`config.mk`:
```
export PLATFORM = sky130hd
export DESIGN_NAME = frd_sqrt_cell
export DESIGN_NICKNAME = d
export VERILOG_FILES = /design/src/rtl/core/frd_pkg.sv /design/src/rtl/core/frd_sqrt_cell.sv
export SDC_FILE = /design/constraint.sdc
export NUM_CORES = 1
export LEC_CHECK = 0
export ABC_CLOCK_PERIOD_IN_PS = 14400
export BUFFER_PORTS_ARGS = -buffer_cell sky130_fd_sc_hd__buf_2
export CAP_MARGIN = 15
export CELL_PAD_IN_SITES_DETAIL_PLACEMENT = 2
export CELL_PAD_IN_SITES_GLOBAL_PLACEMENT = 2
export CORE_ASPECT_RATIO = 0.5
export CORE_MARGIN = 3
export CORE_UTILIZATION = 34
export DETAILED_ROUTE_END_ITERATION = 7
export MAX_ROUTING_LAYER = met4
export PLACE_DENSITY = 0.95
export SKIP_LAST_GASP = 1
export SYNTH_ARGS = -nofsm -noshare
export SYNTH_HDL_FRONTEND = slang
export SYNTH_SLANG_ARGS = --single-unit
```
`constraint.sdc`:
```
create_clock -name i_clk -period 14.4 [get_ports i_clk]
set_clock_uncertainty 0.15 [all_clocks]
set_input_delay 2.16 -clock i_clk [delete_from_list [all_inputs] [get_ports i_clk]]
set_output_delay 2.16 -clock i_clk [all_outputs]
set_load 0.02 [all_outputs]
```
`src/rtl/core/frd_pkg.sv`:
```
// Shared constants and types for the Fresnel reflectance pipeline.
package frd_pkg;

    localparam int FRAC_BITS = 16;
    localparam int SQ_W      = 50;
    localparam int SQ_CELLS  = SQ_W / 2;
    localparam int DIV_W     = 44;
    localparam int QUO_W     = 24;
    localparam int ETA_CELLS = 24;
    localparam int AB_CELLS  = 16;
    localparam int LATENCY   = 100;

    // Item tag carried alongside the arithmetic through every cell.
    typedef struct packed {
        logic        vld;
        logic        cmd;
        logic        force_one;
        logic        sat_e;
        logic        sat_a;
        logic        sat_b;
        logic [16:0] cq;
        logic [19:0] eq0;
    } t_tag;

    typedef struct packed {
        logic [SQ_W-1:0] v;
        logic [SQ_W-1:0] res;
        logic [SQ_W-1:0] mask;
    } t_sqrt;

    typedef struct packed {
        logic [DIV_W-1:0] n;
        logic [DIV_W-1:0] d;
        logic [QUO_W-1:0] q;
    } t_div;

    // A tag with its valid flag cleared, as loaded while in reset.
    function automatic t_tag tag_cleared(input t_tag tag);
        t_tag cleared;
        cleared     = tag;
        cleared.vld = 1'b0;
        return cleared;
    endfunction

endpackage

```
`src/rtl/core/frd_sqrt_cell.sv`:
```
// One step of a digit-by-digit integer square root, registered.
module frd_sqrt_cell (
    input  logic           i_clk,
    input  logic           i_rst_n,
    input  frd_pkg::t_tag  i_tag,
    input  frd_pkg::t_sqrt i_data,
    output frd_pkg::t_tag  o_tag,
    output frd_pkg::t_sqrt o_data
);
    import frd_pkg::*;

    t_tag            r_tag;
    t_sqrt           r_data;
    t_sqrt           n_data;
    logic [SQ_W-1:0] trial;

    always_comb begin
        trial       = i_data.res + i_data.mask;
        n_data.mask = i_data.mask >> 2;
        if (i_data.v >= trial) begin
            n_data.v   = i_data.v - trial;
            n_data.res = (i_data.res >> 1) + i_data.mask;
        end else begin
            n_data.v   = i_data.v;
            n_data.res = i_data.res >> 1;
        end
    end

    always_ff @(posedge i_clk) begin
        r_data <= n_data;
        if (!i_rst_n) begin
            r_tag <= tag_cleared(i_tag);
        end else begin
            r_tag <= i_tag;
        end
    end

    assign o_tag  = r_tag;
    assign o_data = r_data;

endmodule

```
==> impl_metrics.json, run 1 <==
{
  "ys_seq_elements": 191,
  "p_leak_nw": 8.02,
  "cpMostUsedCell": "ha_1",
  "setup_tns_ns": 0,
  "crit_arrival_ns": 9.63,
  "max_cap_viol_count": 0,
  "fin_crit_ns": 9.40,
  "postCtsHoldBufs": 0,
  "hp-class": "in -> reg",
  "whs_ns": 1.60,
  "wl_per_cell_um": 32.7,
  "post_synth.cell_area_avg_um2": 8.84,
  "place_hpwl_um": 53300,
  "cts_buffers": 17,
  "rsz0062_at_grt": "false",
  "synthTopCellsByArea": "dfxtp_1 28%, ha_1 13%, a21oi_1 6.0%",
  "finalHoldViolations": 0,
  "track_usage_pct": 35.9,
  "grt_pass1_wl_um": 116000,
  "path_cells": "buf_2 > ha_1 > fa_1 > a21o_1 > a21oi_1 > o21a_1 > a2bb2oi_1 > a2111o_1 > a311oi_1 > o21ai_1 > a21boi_0 > o31ai_1 > ha_1 > nand4_1 > or4_1 > o41ai_1 > a211oi_2 > o21ai_4 > buf_4 > mux2_2",
  "cts_tree": "yes",
  "vdd_drop_max_mv": 0.0758,
  "place.gp.congestion": 0.902,
  "num-nets-final": 2255,
  "antenna_found_initial": 10,
  "drtPass1Iterations": 5,
  "synth_cell_types": 79,
  "drtIter0Drc": 1267,
  "setup.worst_path.end_class": "register",
  "rows": 51,
  "crit_path_start_kind": "primary input",
  "min_period_over_period_pct": 65.3,
  "core_mm2": 0.0395,
  "final.setup.worst_slack_ns": 5.00,
  "avgViaCountPerCell": 6.47,
  "routed_wl_um": 80400,
  "drive_gt1_share_pct": 27.6,
  "setup_viol": 0,
  "h-tree-depth": 4,
  "initial_core_util_pct": 35.0,
  "relSlewSlack_pct": 28.5,
  "die_x_um": 291,
  "portBuffers": 385,
  "path_max_fanout": 41,
  "synth-edff-count": 0,
  "vias": 15922,
  "cp_num_buf_inv": 2,
  "root_buffer": "clkbuf_16",
  "clockBufferDepth": 2,
  "tightest_slew_ns": 1.06,
  "grt_max_degree": 42,
  "synth-seq-area-share_pct": 27.7,
  "ant_nets": 0,
  "syn_area_mm2": 0.0138,
  "yosysTopAreaCell": "dfxtp_1",
  "pwr_density_cell_mw_per_mm2": 159,
  "yosys_warnings": 0,
  "status": "finished, final reports clean",
  "cts_setup_buffers": 0,
  "die_y_um": 149,
  "pin_count": 388,
  "cp.required_ns": 14.62,
  "syn_to_final_growth_pct": 21.0,
  "clk_pin_slew_ns": 0.10,
  "synthFlopType": "dfxtp_1",
  "overflow": 0,
  "dpl_worst_slack_ns": 5.31,
  "drc_errors": 0,
  "drv_slew": 0,
  "crit_slowest_cell": "buf_4",
  "async_flop_share_pct": 0,
  "path_class": "in -> reg",
  "worst_path_largest_cell_delay_ns": 0.77,
  "syn_inst": 1564,
  "synth_top_area_share_pct": 27.7,
  "path_delay_family": "compound AO/OA/AOI/OAI gates",
  "fmax_mhz": 106,
  "die_area_mm2": 0.0433,
  "cts_resized": 0,
  "clkSinkCount": 191,
  "grt_pass1_vias": 17573
}
cells by family after synthesis:
family                   after synthesis  synth area share [%]
buffers and inverters                110                  3.44
multiplexers                         102                  9.55
flip-flops                           191                  27.7
other                                  1                0.0271
XOR/XNOR                             127                  8.04
AO/OA/AOI/OAI                        518                  24.3
AND/OR/NAND/NOR                      364                  13.2
adder cells (fa/ha/maj)              151                  13.8
cell type report:
type                    instances  area, um2
fillers                      4308      22800
multi-input cells            1264       9540
flip-flops and latches        191       3820
repair buffers                388       1950
well taps                     530        663
clock buffers                  17        425
inverters                      47        176
clock inverters                13        128
diodes                         11       27.5
stage by stage:
stage | total power [mW] | util [%] | area (um2) | cells
global placement | 1.91 | 40.9 | 16100 | 2419
CTS | 2.59 | 42.3 | 16700 | 2449
finish | 2.66 | 42.4 | 16700 | 2461
floorplan | 1.56 | - | 13800 | 1565
global route | 2.73 | 42.4 | 16700 | 2461
detailed placement | 2.01 | 40.9 | 16100 | 2419
routing by layer:
layer	vias up	global-route usage [%]	share of wire [%]
met1	7945	35.8	36
met2	987	63.6	50
met5	-	-	0
met3	494	7.31	6.1
met4	0	25.0	8.6
li1	6496	-	-
registers in the layout (all words and copies together) (netlist names):
name and cells:
o_tag 43, o_data 148
placed cells by master, fill, tap and decap left out, types with 7 or more instances in the layout:
cell type	n
a31oi_1	17
and2_1	10
o31ai_1	10
nor2_1	76
a211oi_1	15
buf_2	386
nor3_1	31
nor4_1	10
a21boi_0	7
diode_2	11
dfxtp_1	191
a21o_1	102
mux2_2	47
a21oi_1	167
nand2_1	96
o21bai_1	21
ha_1	148
nor2b_1	9
nand2b_1	10
xnor2_1	80
and3_1	19
clkbuf_16	17
xor2_1	47
nand3_1	33
mux2_4	48
and4_1	8
o21ai_0	76
nand4_1	33
o211ai_1	8
mux2i_1	7
inv_1	47
o21a_1	19
or4_1	7
synthesized netlist by cell type (8+ instances only):
master / n
inv_1: 47
o21bai_1: 21
nand4_1: 33
and2_1: 10
o21ai_0: 76
nor3_1: 31
nor2_1: 76
nand2b_1: 10
ha_1: 148
nor4_1: 10
mux2_4: 48
clkbuf_1: 49
o21a_1: 19
a31oi_1: 17
and3_1: 19
mux2_2: 47
a21o_1: 102
o211ai_1: 8
nand3_1: 33
nor2b_1: 9
xnor2_1: 80
nand2_1: 96
dfxtp_1: 191
a211oi_1: 15
and4_1: 8
o31ai_1: 10
a21oi_1: 167
xor2_1: 47
final timing paths:
kind	endpoint	cells past startpoint	startpoint	slack, ns
setup / recovery	o_data[59]	20	i_data[0]	5.00
hold / removal	o_tag[3]	1	i_tag[3]	1.60
where the power goes:
| part | total, mW | internal, mW | switching [mW] |
|---|---|---|---|
| combinational | 1.45 | 0.519 | 0.926 |
| clock | 0.506 | 0.227 | 0.279 |
| sequential | 0.706 | 0.648 | 0.0576 |
Note: power is estimated with default switching activity, not from simulation.
==> run 2: changes to the inputs <==
ABC_CLOCK_PERIOD_IN_PS = 9030   (was 14400)
CORE_UTILIZATION = 31   (was 34)
PLACE_DENSITY = 0.91   (was 0.95)
clock period = 9.03 ns   (was 14.4 ns; I/O delays follow)
==> impl_metrics.json, run 2 (synthesis results as in run 1) <==
{
  "cts_tree": "yes",
  "place_hpwl_um": 51900,
  "crit_arrival_ns": 7.97,
  "max_cap_viol_count": 0,
  "layout_commonest_cell": "buf_2",
  "fin_area_mm2": 0.0169,
  "wl_per_cell_um": 29.0,
  "pwr_density_cell_mw_per_mm2": 248,
  "h-tree-depth": 4,
  "avgViaCountPerCell": 6.00,
  "path_class": "in -> reg",
  "root_buffer": "clkbuf_16",
  "dpl_cell_area_mm2": 0.0162,
  "cts_buffers": 17,
  "cts_resized": 0,
  "drtPass1Iterations": 5,
  "fin_crit_ns": 7.76,
  "vdd_drop_max_mv": 0.155,
  "min_from": "i_tag[39]",
  "vias": 15143,
  "track_usage_pct": 30.0,
  "grt_pass1_vias": 16578,
  "layout_common_cells": "386 x buf_2, 191 x dfxtp_1, 167 x a21oi_1, 148 x ha_1, 102 x a21o_1",
  "grt_use_met1_pct": 31.6,
  "hp-class": "in -> reg",
  "setup_viol": 0,
  "routed_wl_um": 73200,
  "drive_gt1_share_pct": 27.6,
  "tightest_slew_ns": 0.999,
  "p_leak_nw": 8.04,
  "largest_reg_flops": 148,
  "setup_tns_ns": 0,
  "drv_slew": 0,
  "clkSinkCount": 191,
  "relSlewSlack_pct": 32.6,
  "setup.worst_path.end_class": "register",
  "clk_pin_slew_ns": 0.09,
  "overflow": 0,
  "initial_core_util_pct": 31.6,
  "grt_max_degree": 80,
  "use_met2_pct": 53.5,
  "antenna_found_initial": 11,
  "pin_count": 388,
  "setup.worst_path.start": "i_data[1]",
  "grtUsageMet3_pct": 5.02,
  "path_max_fanout": 79,
  "postCtsHoldBufs": 0,
  "drc_errors": 0,
  "rows": 54,
  "place.gp.congestion": 0.878,
  "finalHoldViolations": 0,
  "num-nets-final": 2255,
  "min_period_over_period_pct": 86.0,
  "cp.required_ns": 9.24,
  "rsz0062_at_grt": "false",
  "die_y_um": 155,
  "portBuffers": 385,
  "die_x_um": 305,
  "drtIter0Drc": 1164,
  "clockBufferDepth": 2,
  "status": "finished, final reports clean",
  "cts_setup_buffers": 0,
  "grt_pass1_wl_um": 107000,
  "die_area_mm2": 0.0473,
  "core_mm2": 0.0438,
  "crit_path_start_kind": "primary input",
  "top_usage_layer": "met2",
  "fmax_mhz": 129,
  "syn_to_final_growth_pct": 22.0,
  "ant_nets": 0
}
## run 2: changes by cell type in the layout (fill, tap and decap cells not counted)
cell       delta
clkbuf_1      +1
inv_6         -2
buf_4         -1
inv_8         +3
diode_2       +1
buf_12        +1
clkinv_4      -2
clkinv_8      +1
bufinv_16     +1
## run 2: path summary, 6_finish.rpt
path	to	cells past startpoint	slack [ns]
worst min-delay path	o_tag[39]	1	0.80
worst max-delay path	o_data[97]	21	1.27
## run 2: power by group
part / total, mW / internal, mW / leakage [nW] / switching (mW)
sequential: 1.12 / 1.03 / 1.61 / 0.0830
clock: 0.842 / 0.399 / 0.292 / 0.443
combinational: 2.23 / 0.826 / 6.14 / 1.40
## run 2: per-stage QoR
step           cells  setup slack, ns  total power [mW]  utilization [%]  hold slack, ns
6_report        2522             1.27              4.19             38.5           0.800
5_1_grt         2522             1.05              4.33             38.5           0.788
4_1_cts         2509             1.60              4.13             38.5           0.794
3_5_place_dp    2477             1.48              3.20             37.1            1.31
3_3_place_gp    2477             1.74              3.05             37.1            1.31
2_1_floorplan   1565             2.74              2.49                -            1.23
## run 2: per-layer routing
layer | share of wire, % | wire, um
met1 | 38 | 27600
met2 | 51 | 37500
met4 | 6.9 | 5020
met3 | 4.3 | 3140
met5 | 0 | 0
## run 2: critical path, stage by stage
cell and delay [ns]:
buf_2 0.14, ha_1 0.30, a21o_1 0.17, a21oi_1 0.33, o21ai_0 0.34, a31oi_1 0.51, o21a_1 0.31, o21ai_0 0.21
o21ai_0 0.43, xor2_1 0.17, ha_1 0.47, nand4_1 0.37, nor2_1 0.55, o2bb2ai_1 0.27, a311o_1 0.23, a21o_1 0.21
and2_4 0.19, a211oi_2 0.13, o21ai_4 0.23, buf_12 0.47, mux2_2 0.48
## run 2: area by class of cell
cell class	instances	area, um2
antenna	12	30.0
clock buffer	18	429
clock inverter	14	173
fill	4875	26900
inverter	47	176
multi-input combinational	1264	9540
sequential	191	3820
tap	588	736
timing repair buffer	388	1960
==> run 3: changes to the inputs <==
PLACE_DENSITY = 0.87   (was 0.91)
==> impl_metrics.json, run 3 (synthesis results as in run 1) <==
{
  "die_area_mm2": 0.0473,
  "drtPass1Iterations": 5,
  "vias": 14111,
  "crit_arrival_ns": 8.12,
  "cts_tree": "yes",
  "track_usage_pct": 25.3,
  "path_max_fanout": 45,
  "drive_gt1_share_pct": 27.6,
  "place.gp.congestion": 0.862,
  "dpl_worst_slack_ns": 1.27,
  "min_from": "i_tag[37]",
  "clockBufferDepth": 2,
  "fmax_mhz": 127,
  "grt_pass1_wl_um": 92100,
  "final.setup.worst_slack_ns": 1.13,
  "drv_slew": 0,
  "path_class": "in -> reg",
  "hold_path_end": "o_tag[37]",
  "drtIter0Drc": 623,
  "die_x_um": 305,
  "finalNonFillerCells": 2518,
  "cts_buffers": 17,
  "rsz0062_at_grt": "false",
  "postCtsHoldBufs": 0,
  "num-nets-final": 2254,
  "hp-class": "in -> reg",
  "cts_resized": 0,
  "min_period_over_period_pct": 87.5,
  "antenna_found_initial": 10,
  "p_leak_nw": 8.02,
  "status": "finished, final reports clean",
  "routed_wl_um": 61100,
  "wl_per_cell_um": 24.3,
  "dp_cells": 2477,
  "grt_use_met1_pct": 28.3,
  "syn_to_final_growth_pct": 21.6,
  "clkSinkCount": 191,
  "cp_num_buf_inv": 2,
  "cts_setup_buffers": 0,
  "worst_path_largest_cell_delay_ns": 0.68,
  "largest_reg_flops": 148,
  "rows": 54,
  "cpMostUsedCell": "ha_1",
  "vdd_drop_max_mv": 0.157,
  "portBuffers": 385,
  "top_usage_layer": "met2",
  "drc_errors": 0,
  "pin_count": 388,
  "finalHoldViolations": 0,
  "layout_commonest_cell": "buf_2",
  "fill_cells": 4942,
  "max_cap_viol_count": 0,
  "die_y_um": 155,
  "setup_viol": 0,
  "core_mm2": 0.0438,
  "setup.worst_path.end_class": "register",
  "min_path_cells": 1,
  "setup_tns_ns": 0,
  "grt_pass1_vias": 15360,
  "h-tree-depth": 4,
  "fin_crit_ns": 7.90,
  "pwr_density_cell_mw_per_mm2": 238,
  "grt_max_degree": 51,
  "crit_path_start_kind": "primary input",
  "crit_slowest_cell": "buf_4",
  "grtUsageMet3_pct": 3.52,
  "initial_core_util_pct": 31.6,
  "layout_common_cells": "385 x buf_2, 191 x dfxtp_1, 167 x a21oi_1, 148 x ha_1, 102 x a21o_1",
  "path_delay_family": "compound AO/OA/AOI/OAI gates",
  "relSlewSlack_pct": 26.3,
  "path_cells": "buf_2 > ha_1 > fa_1 > a21o_1 > a21oi_1 > o21a_1 > a2bb2oi_1 > a2111o_1 > a311oi_1 > o21ai_1 > a21boi_0 > o31ai_1 > ha_1 > nand4_1 > or4_1 > o41ai_1 > a211oi_2 > o21ai_4 > buf_4 > mux2_2",
  "root_buffer": "clkbuf_16",
  "clk_pin_slew_ns": 0.09,
  "ant_nets": 0,
  "overflow": 0,
  "use_met2_pct": 45.0,
  "regArea_mm2": 0.00382,
  "multi_input_area_mm2": 0.00954,
  "avgViaCountPerCell": 5.60,
  "cp.required_ns": 9.25,
  "tightest_slew_ns": 1.10,
  "place_hpwl_um": 47100
}
## run 3: cell types whose count changed in the layout (fill, tap and decap cells not counted), sizes merged
cell    before  now
diode       12    9
buf        388  387
bufinv       1    0
clkinv       5    6
## run 3: worst max path at each step
stage / depth (start not counted) / endpoint / start
global route: 20 / o_data[61] / i_data[0]
CTS: 20 / o_data[61] / i_data[0]
global placement: 20 / o_data[61] / i_data[0]
detailed placement: 20 / o_data[61] / i_data[0]
finish: 20 / o_data[61] / i_data[0]
floorplan: 21 / o_data[102] / i_data[0]
## run 3: area by class of cell
cell class                 instances  share of cell area (%)
sequential                       191                    22.7
clock inverter                    14                   0.878
timing repair buffer             387                    11.5
antenna                            9                   0.134
clock buffer                      18                    2.55
inverter                          47                    1.05
tap                              588                    4.37
multi-input combinational       1264                    56.7
## run 3: through the flow
step	utilization (%)	instance area (um2)	power [mW]	hold slack (ns)
6_report	38.4	16800	4.00	0.809
4_1_cts	38.4	16800	4.00	0.797
3_3_place_gp	37.1	16200	3.06	1.31
2_1_floorplan	-	13800	2.49	1.23
5_1_grt	38.4	16800	4.20	0.795
3_5_place_dp	37.1	16200	3.15	1.31
## run 3: layer usage
metal | part of all wire [%] | wire, um
met5 | 0 | 0
met4 | 4.6 | 2830
met3 | 2.7 | 1630
met2 | 52 | 31700
met1 | 41 | 25000
## run 3: report_power, final
group	internal (mW)	total, mW	switching, mW
logic	0.821	2.10	1.28
registers	1.03	1.09	0.0615
clock network	0.369	0.802	0.433
total	2.22	4.00	1.78
