$ cat config.mk
export PLATFORM = sky130hd
export DESIGN_NAME = frd_div_cell
export DESIGN_NICKNAME = d
export VERILOG_FILES = /design/src/rtl/core/frd_pkg.sv /design/src/rtl/core/frd_div_cell.sv
export SDC_FILE = /design/constraint.sdc
export NUM_CORES = 1
export LEC_CHECK = 0
export ABC_AREA = 0
export BUFFER_PORTS_ARGS = -buffer_cell sky130_fd_sc_hd__buf_2
export CORE_AREA = 8 8 175 94
export CTS_BUF_LIST = sky130_fd_sc_hd__clkbuf_4
export CTS_CLUSTER_SIZE = 12
export DETAILED_ROUTE_END_ITERATION = 10
export DIE_AREA = 0 0 183 102
export PLACE_DENSITY = 0.82
export SYNTH_ARGS = -nofsm -noshare
export SYNTH_HDL_FRONTEND = slang
export SYNTH_SLANG_ARGS = --single-unit
export TNS_END_PERCENT = 50
$ cat constraint.sdc
create_clock -name i_clk -period 3.9 [get_ports i_clk]
set_input_delay 0.39 -clock i_clk [delete_from_list [all_inputs] [get_ports i_clk]]
set_output_delay 0.39 -clock i_clk [all_outputs]
set_load 0.01 [all_outputs]
$ cat src/rtl/core/frd_pkg.sv
// Shared constants and types for the Fresnel reflectance pipeline.
package frd_pkg;

    localparam int FRAC_BITS = 16;
    localparam int SQ_W      = 50;
    localparam int SQ_CELLS  = SQ_W / 2;
    localparam int DIV_W     = 44;
    localparam int QUO_W     = 24;
    localparam int ETA_CELLS = 24;
    localparam int AB_CELLS  = 16;
    localparam int LATENCY   = 100;

    // Item tag carried alongside the arithmetic through every cell.
    typedef struct packed {
        logic        vld;
        logic        cmd;
        logic        force_one;
        logic        sat_e;
        logic        sat_a;
        logic        sat_b;
        logic [16:0] cq;
        logic [19:0] eq0;
    } t_tag;

    typedef struct packed {
        logic [SQ_W-1:0] v;
        logic [SQ_W-1:0] res;
        logic [SQ_W-1:0] mask;
    } t_sqrt;

    typedef struct packed {
        logic [DIV_W-1:0] n;
        logic [DIV_W-1:0] d;
        logic [QUO_W-1:0] q;
    } t_div;

    // A tag with its valid flag cleared, as loaded while in reset.
    function automatic t_tag tag_cleared(input t_tag tag);
        t_tag cleared;
        cleared     = tag;
        cleared.vld = 1'b0;
        return cleared;
    endfunction

endpackage

$ cat src/rtl/core/frd_div_cell.sv
// One quotient bit of a restoring divider, registered.
module frd_div_cell (
    input  logic          i_clk,
    input  logic          i_rst_n,
    input  frd_pkg::t_tag i_tag,
    input  frd_pkg::t_div i_data,
    output frd_pkg::t_tag o_tag,
    output frd_pkg::t_div o_data
);
    import frd_pkg::*;

    t_tag r_tag;
    t_div r_data;
    t_div n_data;

    always_comb begin
        n_data.d = i_data.d >> 1;
        if (i_data.n >= i_data.d) begin
            n_data.n = i_data.n - i_data.d;
            n_data.q = {i_data.q[QUO_W-2:0], 1'b1};
        end else begin
            n_data.n = i_data.n;
            n_data.q = {i_data.q[QUO_W-2:0], 1'b0};
        end
    end

    always_ff @(posedge i_clk) begin
        r_data <= n_data;
        if (!i_rst_n) begin
            r_tag <= tag_cleared(i_tag);
        end else begin
            r_tag <= i_tag;
        end
    end

    assign o_tag  = r_tag;
    assign o_data = r_data;

endmodule

==> metrics.txt, run 1 <==
Area Growth Syn to Fin=46.5%; Initial Utilization=0.468; Total GRT Usage=0.241; Place WS=0.352 ns; cells after synthesis=655; Clock Sinks=154; Slew Viols, Final=0; Synth async-reset ratio=0; worst ir drop on vdd=222 uV; Finished Cell Area=9630 sq um; Fillers=1083; largest net degree at the start of global routing=28; hold endpoint=o_data[102]; worst-margin pin slew=0.780 ns; total chip power=3.83 mW; fmax=275 MHz; Crit path max-delay family=compound AO/OA/AOI/OAI gates; syn_area_per_cell=10.0 sq um; worst setup margin=0.259 ns; area of the multi-input gates=3120 sq um; slowest stage delay, CP=0.54 ns; FF+latch area=3080 sq um; proportion of synthesized chip area in sequential cells=0.469; first-pass GRT wire length=35300 um; Post-layout nets=1270; crit path buf inv count=4; vias in the first global route=6585; Vert. Die Dim=102 um; root buf cell=clkbuf_4; cell row count=31; drt first-iter violations=417; number of routed nets with antenna violations=0; IO Pins=312; hpwl dp=16900 um; Hold Startpoint=i_data[102]; kind of critical path=primary input to register; Crit. End Element=register; clock buffer depth=2; Worst-path clk slew=0.15 ns; setup repair bufs after CTS=0; IO Port Bufs=309; CTS H-tree depth=4; final setup violation count=0; core area=14000 sq um; GPL Wtd Cong=0.946; RSZ-0062 raised after global routing=false; Slew HR=0.474; Synthesis Warnings=0; wire per inst=18.5 um; Final Cycle Share=0.934; Vias/cell=5.08; Leak=4.75 nW; Post-CTS Resized=0; Die W=183 um; syn_nets=857; worst hold-check path type=primary input to register; Hold Fails Final Rpt=0; hold path cells=2; maxcap violations=0; Final Hold Slack=0.0726 ns; DRC violations left=0; Synth Register Bits=154; Placed Cells=1139; total negative slack=0 ns; Pwr Density=397 nW/um^2; initial antenna violation count=1; data required time at the worst endpoint=4.34 ns; Crit Path Max Fanout=10; CTS tree=done; crit path DAT=4.08 ns; top_reg_cell synth=dfxtp_1; number of synthesized flops with an enable pin=0; min Tclk post-route=3.64 ns; GRT overflow=0; Util after Layout=0.686; Post-Layout Cell Count=1280; via count=6496; Setup crit start kind=primary input; CTS Hold Bufs=108; cell at the slowest stage of the critical path=dlygate4sd3_1; DP Area=8270 sq um; first-pass detailed-route iteration total=6; outcome=completed; CTS buffer count=17; Cell variety after synth=59; WL final=23600 um; share of post-route cells with drive strength above 1=0.363; CP Cell Sequence=dlygate4sd3_1 > buf_2 > inv_1 > ha_1 > nand4_1 > nor2_1 > o311ai_0 > buf_4 > a211o_1 > a211oi_1 > a41o_1 > a31oi_1 > xnor2_1 > mux2_2; Mapped Area=6580 sq um; Die ar.=18700 sq um
==> worst max path at each step <==
stage,start,endpoint,slack [ns],cells past startpoint
2_1_floorplan,i_data[68],o_data[105],0.96,13
3_3_place_gp,i_data[68],o_data[96],0.43,14
3_5_place_dp,i_data[68],o_data[103],0.35,14
4_1_cts,i_data[28],o_data[103],0.45,13
5_1_grt,i_data[28],o_data[103],0.27,13
6_report,i_data[35],o_data[103],0.26,14
==> cell usage after synthesis (all sizes together) (2+ instances only) <==
library cell  count  area [sq um]
buf              12          90.1
o31ai             6          45.0
o311ai            3          26.3
o21ai            33           165
nand3            18          90.1
inv              60           225
o221ai            2          17.5
mux2             42           473
xnor2            28           245
o211ai            5          42.5
xor2             12           105
clkbuf           16          61.3
a211o             2          17.5
ha               44           551
a21oi            53           277
nor3              5          30.0
o21a              2          15.0
nor2b             3          18.8
o21bai           11          82.6
nand2b            4          25.0
or3b              2          20.0
and2              3          18.8
mux2i             3          30.0
a211oi            4          30.0
o31a              2          17.5
a21o             22           165
nand4            11          68.8
nor4              3          18.8
and3              5          31.3
a31oi             9          77.6
nand2            33           124
nor2             29           111
dfxtp           154          3080
==> logic make-up after synthesis <==
kind of cell,Yosys count,synth area share
simple gates,118,0.0870
fa+ha+maj,45,0.0868
compound gates,164,0.170
other cells,1,0.000570
flops,154,0.469
mux,45,0.0765
buf+inv,88,0.0573
xor+xnor,40,0.0533
==> where the power goes <==
| group | switching [mW] | internal (mW) | total, mW |
|---|---|---|---|
| Clock | 0.693 | 0.293 | 0.987 |
| Combinational | 0.573 | 0.506 | 1.08 |
| Sequential | 0.0394 | 1.72 | 1.76 |
| Total | 1.31 | 2.52 | 3.83 |
==> routing by layer <==
layer | global-route usage | vias to the layer above | share of wire
met1 | 0.293 | 3030 | 0.41
met4 | 0.0652 | 2 | 0.013
met5 | 0 | - | 0.00055
li1 | - | 3110 | -
met3 | 0.0912 | 28 | 0.11
met2 | 0.399 | 326 | 0.46
==> layout by cell type (no fill, tap or decap), drive strengths merged, types with 5 or more instances in the layout <==
master       Yosys  layout
a31oi            9       9
xnor2           28      28
a21o            22      22
nor2            29      29
nand4           11      11
ha              44      44
a21oi           53      53
nor3             5       5
o21bai          11      11
inv             60      69
dlygate4sd3      0     108
o31ai            6       6
nand3           18      18
xor2            12      12
nand2           33      33
mux2            42      42
dfxtp          154     154
o211ai           5       5
clkbuf          16      17
buf             12     314
and3             5       5
o21ai           33      33
==> state kept, by name, summed over array words and instances (netlist names) <==
signal,cells
o_tag,43
o_data,111
==> cell type report <==
class / instances / share of cell area
antenna: 1 / 0.000260
sequential: 154 / 0.320
clock inverter: 15 / 0.0160
inverter: 60 / 0.0234
tap: 198 / 0.0257
timing repair buffer: 422 / 0.278
multi-input combinational: 413 / 0.323
clock buffer: 17 / 0.0132
(Power assumes the default switching activity.)
==> run 2, diff against run 1 <==
--- a/config.mk
+++ b/config.mk
@@ -5,14 +5,14 @@
 export SDC_FILE = /design/constraint.sdc
 export NUM_CORES = 1
 export LEC_CHECK = 0
-export ABC_AREA = 0
+export ABC_AREA = 1
 export BUFFER_PORTS_ARGS = -buffer_cell sky130_fd_sc_hd__buf_2
-export CORE_AREA = 8 8 175 94
+export CORE_AREA = 8 8 184 99
 export CTS_BUF_LIST = sky130_fd_sc_hd__clkbuf_4
 export CTS_CLUSTER_SIZE = 12
 export DETAILED_ROUTE_END_ITERATION = 10
-export DIE_AREA = 0 0 183 102
-export PLACE_DENSITY = 0.82
+export DIE_AREA = 0 0 192 107
+export PLACE_DENSITY = 0.81
 export SYNTH_ARGS = -nofsm -noshare
 export SYNTH_HDL_FRONTEND = slang
 export SYNTH_SLANG_ARGS = --single-unit
==> run 2 against run 1 <==
Final cell count grew 39%. Clock power about the same. Cell area is 13% higher. Count of clock-buffer cells in the layout unchanged. Power grew 3.6%. Die area up 10%. Global-route usage increased by 3.1 points. Critical path type unchanged. Largest power group unchanged. Highest routed layer unchanged.
==> metrics.txt, run 2 <==
Hold Startpoint=i_data[71]; syn_nets=1311; Crit Path Max Fanout=42; slowest stage delay, CP=0.65 ns; share of power burned in registers=0.443; number of synthesized flops with an enable pin=0; Switch Pwr=1.39 mW; setup repair bufs after CTS=0; GPL Wtd Cong=0.940; share of post-route cells with drive strength above 1=0.236; vias in the first global route=8168; top_reg_cell synth=dfxtp_1; clock power share=0.258; Worst-path clk slew=0.13 ns; total negative slack=0 ns; most common library cells after synthesis=433 x nand2_1, 223 x inv_1, 154 x dfxtp_1, 62 x nor2_1, 49 x nand3_1; Post-CTS Resized=0; CTS tree=done; cells after synthesis=1109; Vert. Die Dim=107 um; Die W=192 um; first-pass detailed-route iteration total=5; fmax=325 MHz; GRT overflow=0; CTS buffer count=17; min Tclk post-route=3.08 ns; Initial Utilization=0.481; Vias/cell=4.73; Synth area leaders=dfxtp_1 41%, nand2_1 21%, inv_1 11%; proportion of synthesized chip area in sequential cells=0.406; top-count cell post-synth=nand2_1; cell at the slowest stage of the critical path=inv_2; CP startpoint=i_data[51]; Slew Viols, Final=0; Synth Register Bits=154; initial antenna violation count=2; switching fraction of total power=0.350; kind of critical path=primary input to register; Mapped Area=7590 sq um; syn_area_per_cell=6.84 sq um; Setup crit start kind=primary input; Synth async-reset ratio=0; core area=15800 sq um; largest net degree at the start of global routing=43; final setup violation count=0; Clock Sinks=154; commonest non-fill, non-tap cell in the layout=nand2_1; internal power=2.58 mW; clock buffer depth=2; via count=8436; Leak=6.32 nW; Crit. End Element=register; Area Growth Syn to Fin=43.8%; WL final=28900 um; Hold Fails Final Rpt=0; crit path DAT=3.58 ns; Slew HR=0.461; CP most frequent cell=nand2_1; drt first-iter violations=670; Pwr Density=363 nW/um^2; number of routed nets with antenna violations=0; worst hold-check path type=primary input to register; commonest cells after routing, fill and taps aside=433 x nand2_1, 309 x buf_2, 223 x inv_1; cell row count=33; Synthesis Warnings=0; Die ar.=20500 sq um; Post-layout nets=1760; CP Cell Sequence=dlygate4sd3_1 > buf_2 > inv_1 > ha_1 > nand2_1 > nand2_1 > a21oi_1 > nand2_1 > a21oi_2 > nand2_1 > nand2_2 > nand2_4 > inv_2 > nand2_1 > nand2_1; Finished Cell Area=10900 sq um; first-pass GRT wire length=43400 um; DP Area=9310 sq um; maxcap violations=0; Cell variety after synth=32; RSZ-0062 raised after global routing=false; IO Port Bufs=309; Synth top area share=0.406; Final Hold Slack=0.0453 ns; outcome=completed; data required time at the worst endpoint=4.40 ns; worst ir drop on vdd=299 uV; DRC violations left=0; hpwl dp=22100 um; CTS H-tree depth=4; root buf cell=clkbuf_4; IO Pins=312; wire per inst=16.2 um; Logic pwr share=0.299; worst-margin pin slew=0.808 ns; Total GRT Usage=0.272; max FFs per register=111; Final Cycle Share=0.789; largest area contributor in the netlist=dfxtp_1
[run 2: area by class of cell]
type	count	area, sq um
fill	1358	4860
multi-input combinational	720	3570
sequential	154	3080
timing repair buffer	440	2860
inverter	225	845
tap	210	263
clock inverter	15	165
clock buffer	17	128
antenna	2	5.00
[run 2: repair_timing]
item / in CTS / in global routing
endpoints found under the hold margin: 128 / 1
endpoints found under the setup margin: 0 / 0
hold buffers: 129 / 1
[run 2: cells by family after synthesis]
family	Yosys count	share of synthesized area
compound gates	53	0.0391
xor+xnor	22	0.0254
fa+ha+maj	45	0.0752
buf+inv	235	0.124
flops	154	0.406
other cells	1	0.000494
simple gates	599	0.330
[run 2: metal layers]
metal | routed length, um | global-route usage | share of wire
met3 | 3960 | 0.109 | 0.14
met2 | 12000 | 0.393 | 0.42
met4 | 291 | 0.0629 | 0.010
met5 | 12 | 0 | 0.00042
met1 | 12600 | 0.373 | 0.44
[run 2: path summary, 6_finish.rpt]
path                     end  slack (ns)  depth (start not counted)
setup / recovery  o_data[94]        0.82                         15
hold / removal    o_data[71]        0.05                          3
[run 2: power groups by stage]
stage | combinational [mW] | sequential (mW) | clock (mW)
5_1_grt | 1.30 | 1.77 | 1.11
2_1_floorplan | 0.550 | 1.87 | 0
6_report | 1.19 | 1.76 | 1.02
3_3_place_gp | 1.04 | 1.78 | 0
4_1_cts | 1.16 | 1.75 | 1.04
3_5_place_dp | 1.05 | 1.79 | 0
[run 2: through the flow]
step | cells | total power [mW] | setup WS (ns) | utilization
floorplan | 1109 | 2.42 | 1.83 | -
global placement | 1619 | 2.82 | 1.00 | 0.590
detailed placement | 1619 | 2.84 | 0.938 | 0.590
CTS | 1780 | 3.95 | 0.926 | 0.691
global route | 1782 | 4.18 | 0.632 | 0.691
finish | 1783 | 3.96 | 0.821 | 0.692
[run 2: critical path: cells and delay by family]
kind / cells / cell delay, ns
fa+ha+maj: 1 / 0.39
simple gates: 8 / 0.98
compound gates: 2 / 0.42
buf+inv: 4 / 1.36
==> run 3, diff against run 2 <==
==> constraint.sdc (replaced) <==
create_clock -name i_clk -period 3.2 [get_ports i_clk]
set_input_delay 0.32 -clock i_clk [delete_from_list [all_inputs] [get_ports i_clk]]
set_output_delay 0.32 -clock i_clk [all_outputs]
set_load 0.01 [all_outputs]
==> run 3 against run 2 <==
Sequential power up 22%. Utilization up 1.6 points. Clock power up 24%. First-iteration DRC count up 14%. Final cell count up 1.3%. Wire length up 4.2%. Critical endpoint is now o_data[93]. Largest cell class unchanged. Highest routed layer is now met4.
==> metrics.txt, run 3 (synthesis results as in run 2) <==
worst hold-check path type=primary input to register; Place WS=0.618 ns; Util after Layout=0.707; GPL Wtd Cong=0.944; DRC violations left=0; share of post-route cells with drive strength above 1=0.235; FF+latch area=3080 sq um; number of routed nets with antenna violations=0; Hold Fails Final Rpt=0; DP Area=9330 sq um; drt first-iter violations=763; Slew Viols, Final=0; CTS Hold Bufs=153; worst setup margin=0.559 ns; wire per inst=16.7 um; IO Port Bufs=309; area of the multi-input gates=3570 sq um; Vias/cell=4.74; IO Pins=312; Leak=6.44 nW; hpwl dp=22400 um; maxcap violations=0; crit path DAT=3.15 ns; Slew HR=0.662; Fillers=1295; data required time at the worst endpoint=3.71 ns; min Tclk post-route=2.64 ns; Crit. End Element=register; GRT overflow=0; WL final=30100 um; final setup violation count=0; initial antenna violation count=0; Die W=192 um; Pwr Density=437 nW/um^2; Initial Utilization=0.481; kind of critical path=primary input to register; outcome=completed; setup repair bufs after CTS=0; Vert. Die Dim=107 um; Finished Cell Area=11200 sq um; CTS buffer count=17; Area Growth Syn to Fin=47.1%; first-pass GRT wire length=45200 um; root buf cell=clkbuf_4; Die ar.=20500 sq um; RSZ-0062 raised after global routing=false; Total GRT Usage=0.283; Setup crit start kind=primary input; worst ir drop on vdd=379 uV; commonest non-fill, non-tap cell in the layout=nand2_1; largest net degree at the start of global routing=26; CTS H-tree depth=4; total negative slack=0 ns; Crit Path Max Fanout=22; Clock Sinks=154; Post-layout nets=1786; CTS tree=done; Final Cycle Share=0.825; core area=15800 sq um; commonest cells after routing, fill and taps aside=433 x nand2_1, 309 x buf_2, 223 x inv_1; Worst-path clk slew=0.13 ns; max FFs per register=111; fmax=379 MHz; vias in the first global route=8356; final antenna diode count=0; Post-CTS Resized=0; first-pass detailed-route iteration total=6; clock buffer depth=2; cell row count=33; worst-margin pin slew=0.503 ns; via count=8560
## run 3: changes by cell type in the layout (fill, tap and decap cells not counted)
| cell | delta |
|---|---|
| buf_4 | +3 |
| clkinv_1 | -1 |
| clkinv_2 | +2 |
| clkinv_4 | -1 |
| clkinvlp_4 | -1 |
| diode_2 | -2 |
| dlygate4sd3_1 | +23 |
| inv_6 | +1 |
## run 3: critical path: stages
cell and delay (ns):
dlygate4sd3_1 0.52, buf_2 0.10, inv_1 0.04, ha_1 0.20, fa_1 0.36, inv_1 0.13
nand2_1 0.08, nand2_1 0.12, nand4_1 0.11, nand3_2 0.12, nand2_1 0.09, nand2_1 0.12
nand2_2 0.08, nand2_4 0.07, buf_4 0.30, nand3_1 0.24, nand2_1 0.13
## run 3: final cells by class
type,count,share of cell area
sequential,154,0.276
clock inverter,15,0.0147
timing repair buffer,466,0.279
inverter,225,0.0757
clock buffer,17,0.0114
tap,210,0.0236
multi-input combinational,720,0.320
## run 3: path summary, 6_finish.rpt
path	end	slack, ns	startpoint	cells after the start
max	o_data[93]	0.56	i_data[68]	17
min	o_data[69]	0.06	i_data[69]	3
## run 3: where the power goes
| part | switching [mW] | total, mW | internal [mW] |
|---|---|---|---|
| logic | 0.884 | 1.47 | 0.589 |
| clock network | 0.785 | 1.26 | 0.480 |
| registers | 0.0455 | 2.14 | 2.10 |
## run 3: metrics by stage
| step | std cells | power [mW] | hold WS (ns) |
|---|---|---|---|
| 4_1_cts | 1807 | 4.87 | 0.0331 |
| 3_3_place_gp | 1622 | 3.44 | 0.422 |
| 5_1_grt | 1807 | 5.14 | 0.0550 |
| 6_report | 1807 | 4.88 | 0.0644 |
| 3_5_place_dp | 1622 | 3.46 | 0.424 |
| 2_1_floorplan | 1109 | 2.95 | 0.348 |
## run 3: per-layer routing
metal / wire (um) / global-route usage / vias to the layer above / part of all wire
met5: 0 / 0 / - / 0
met3: 3440 / 0.0745 / 43 / 0.11
met1: 13600 / 0.395 / 3829 / 0.45
met4: 519 / 0.0786 / 0 / 0.017
li1: - / - / 4262 / -
met2: 12600 / 0.425 / 426 / 0.42
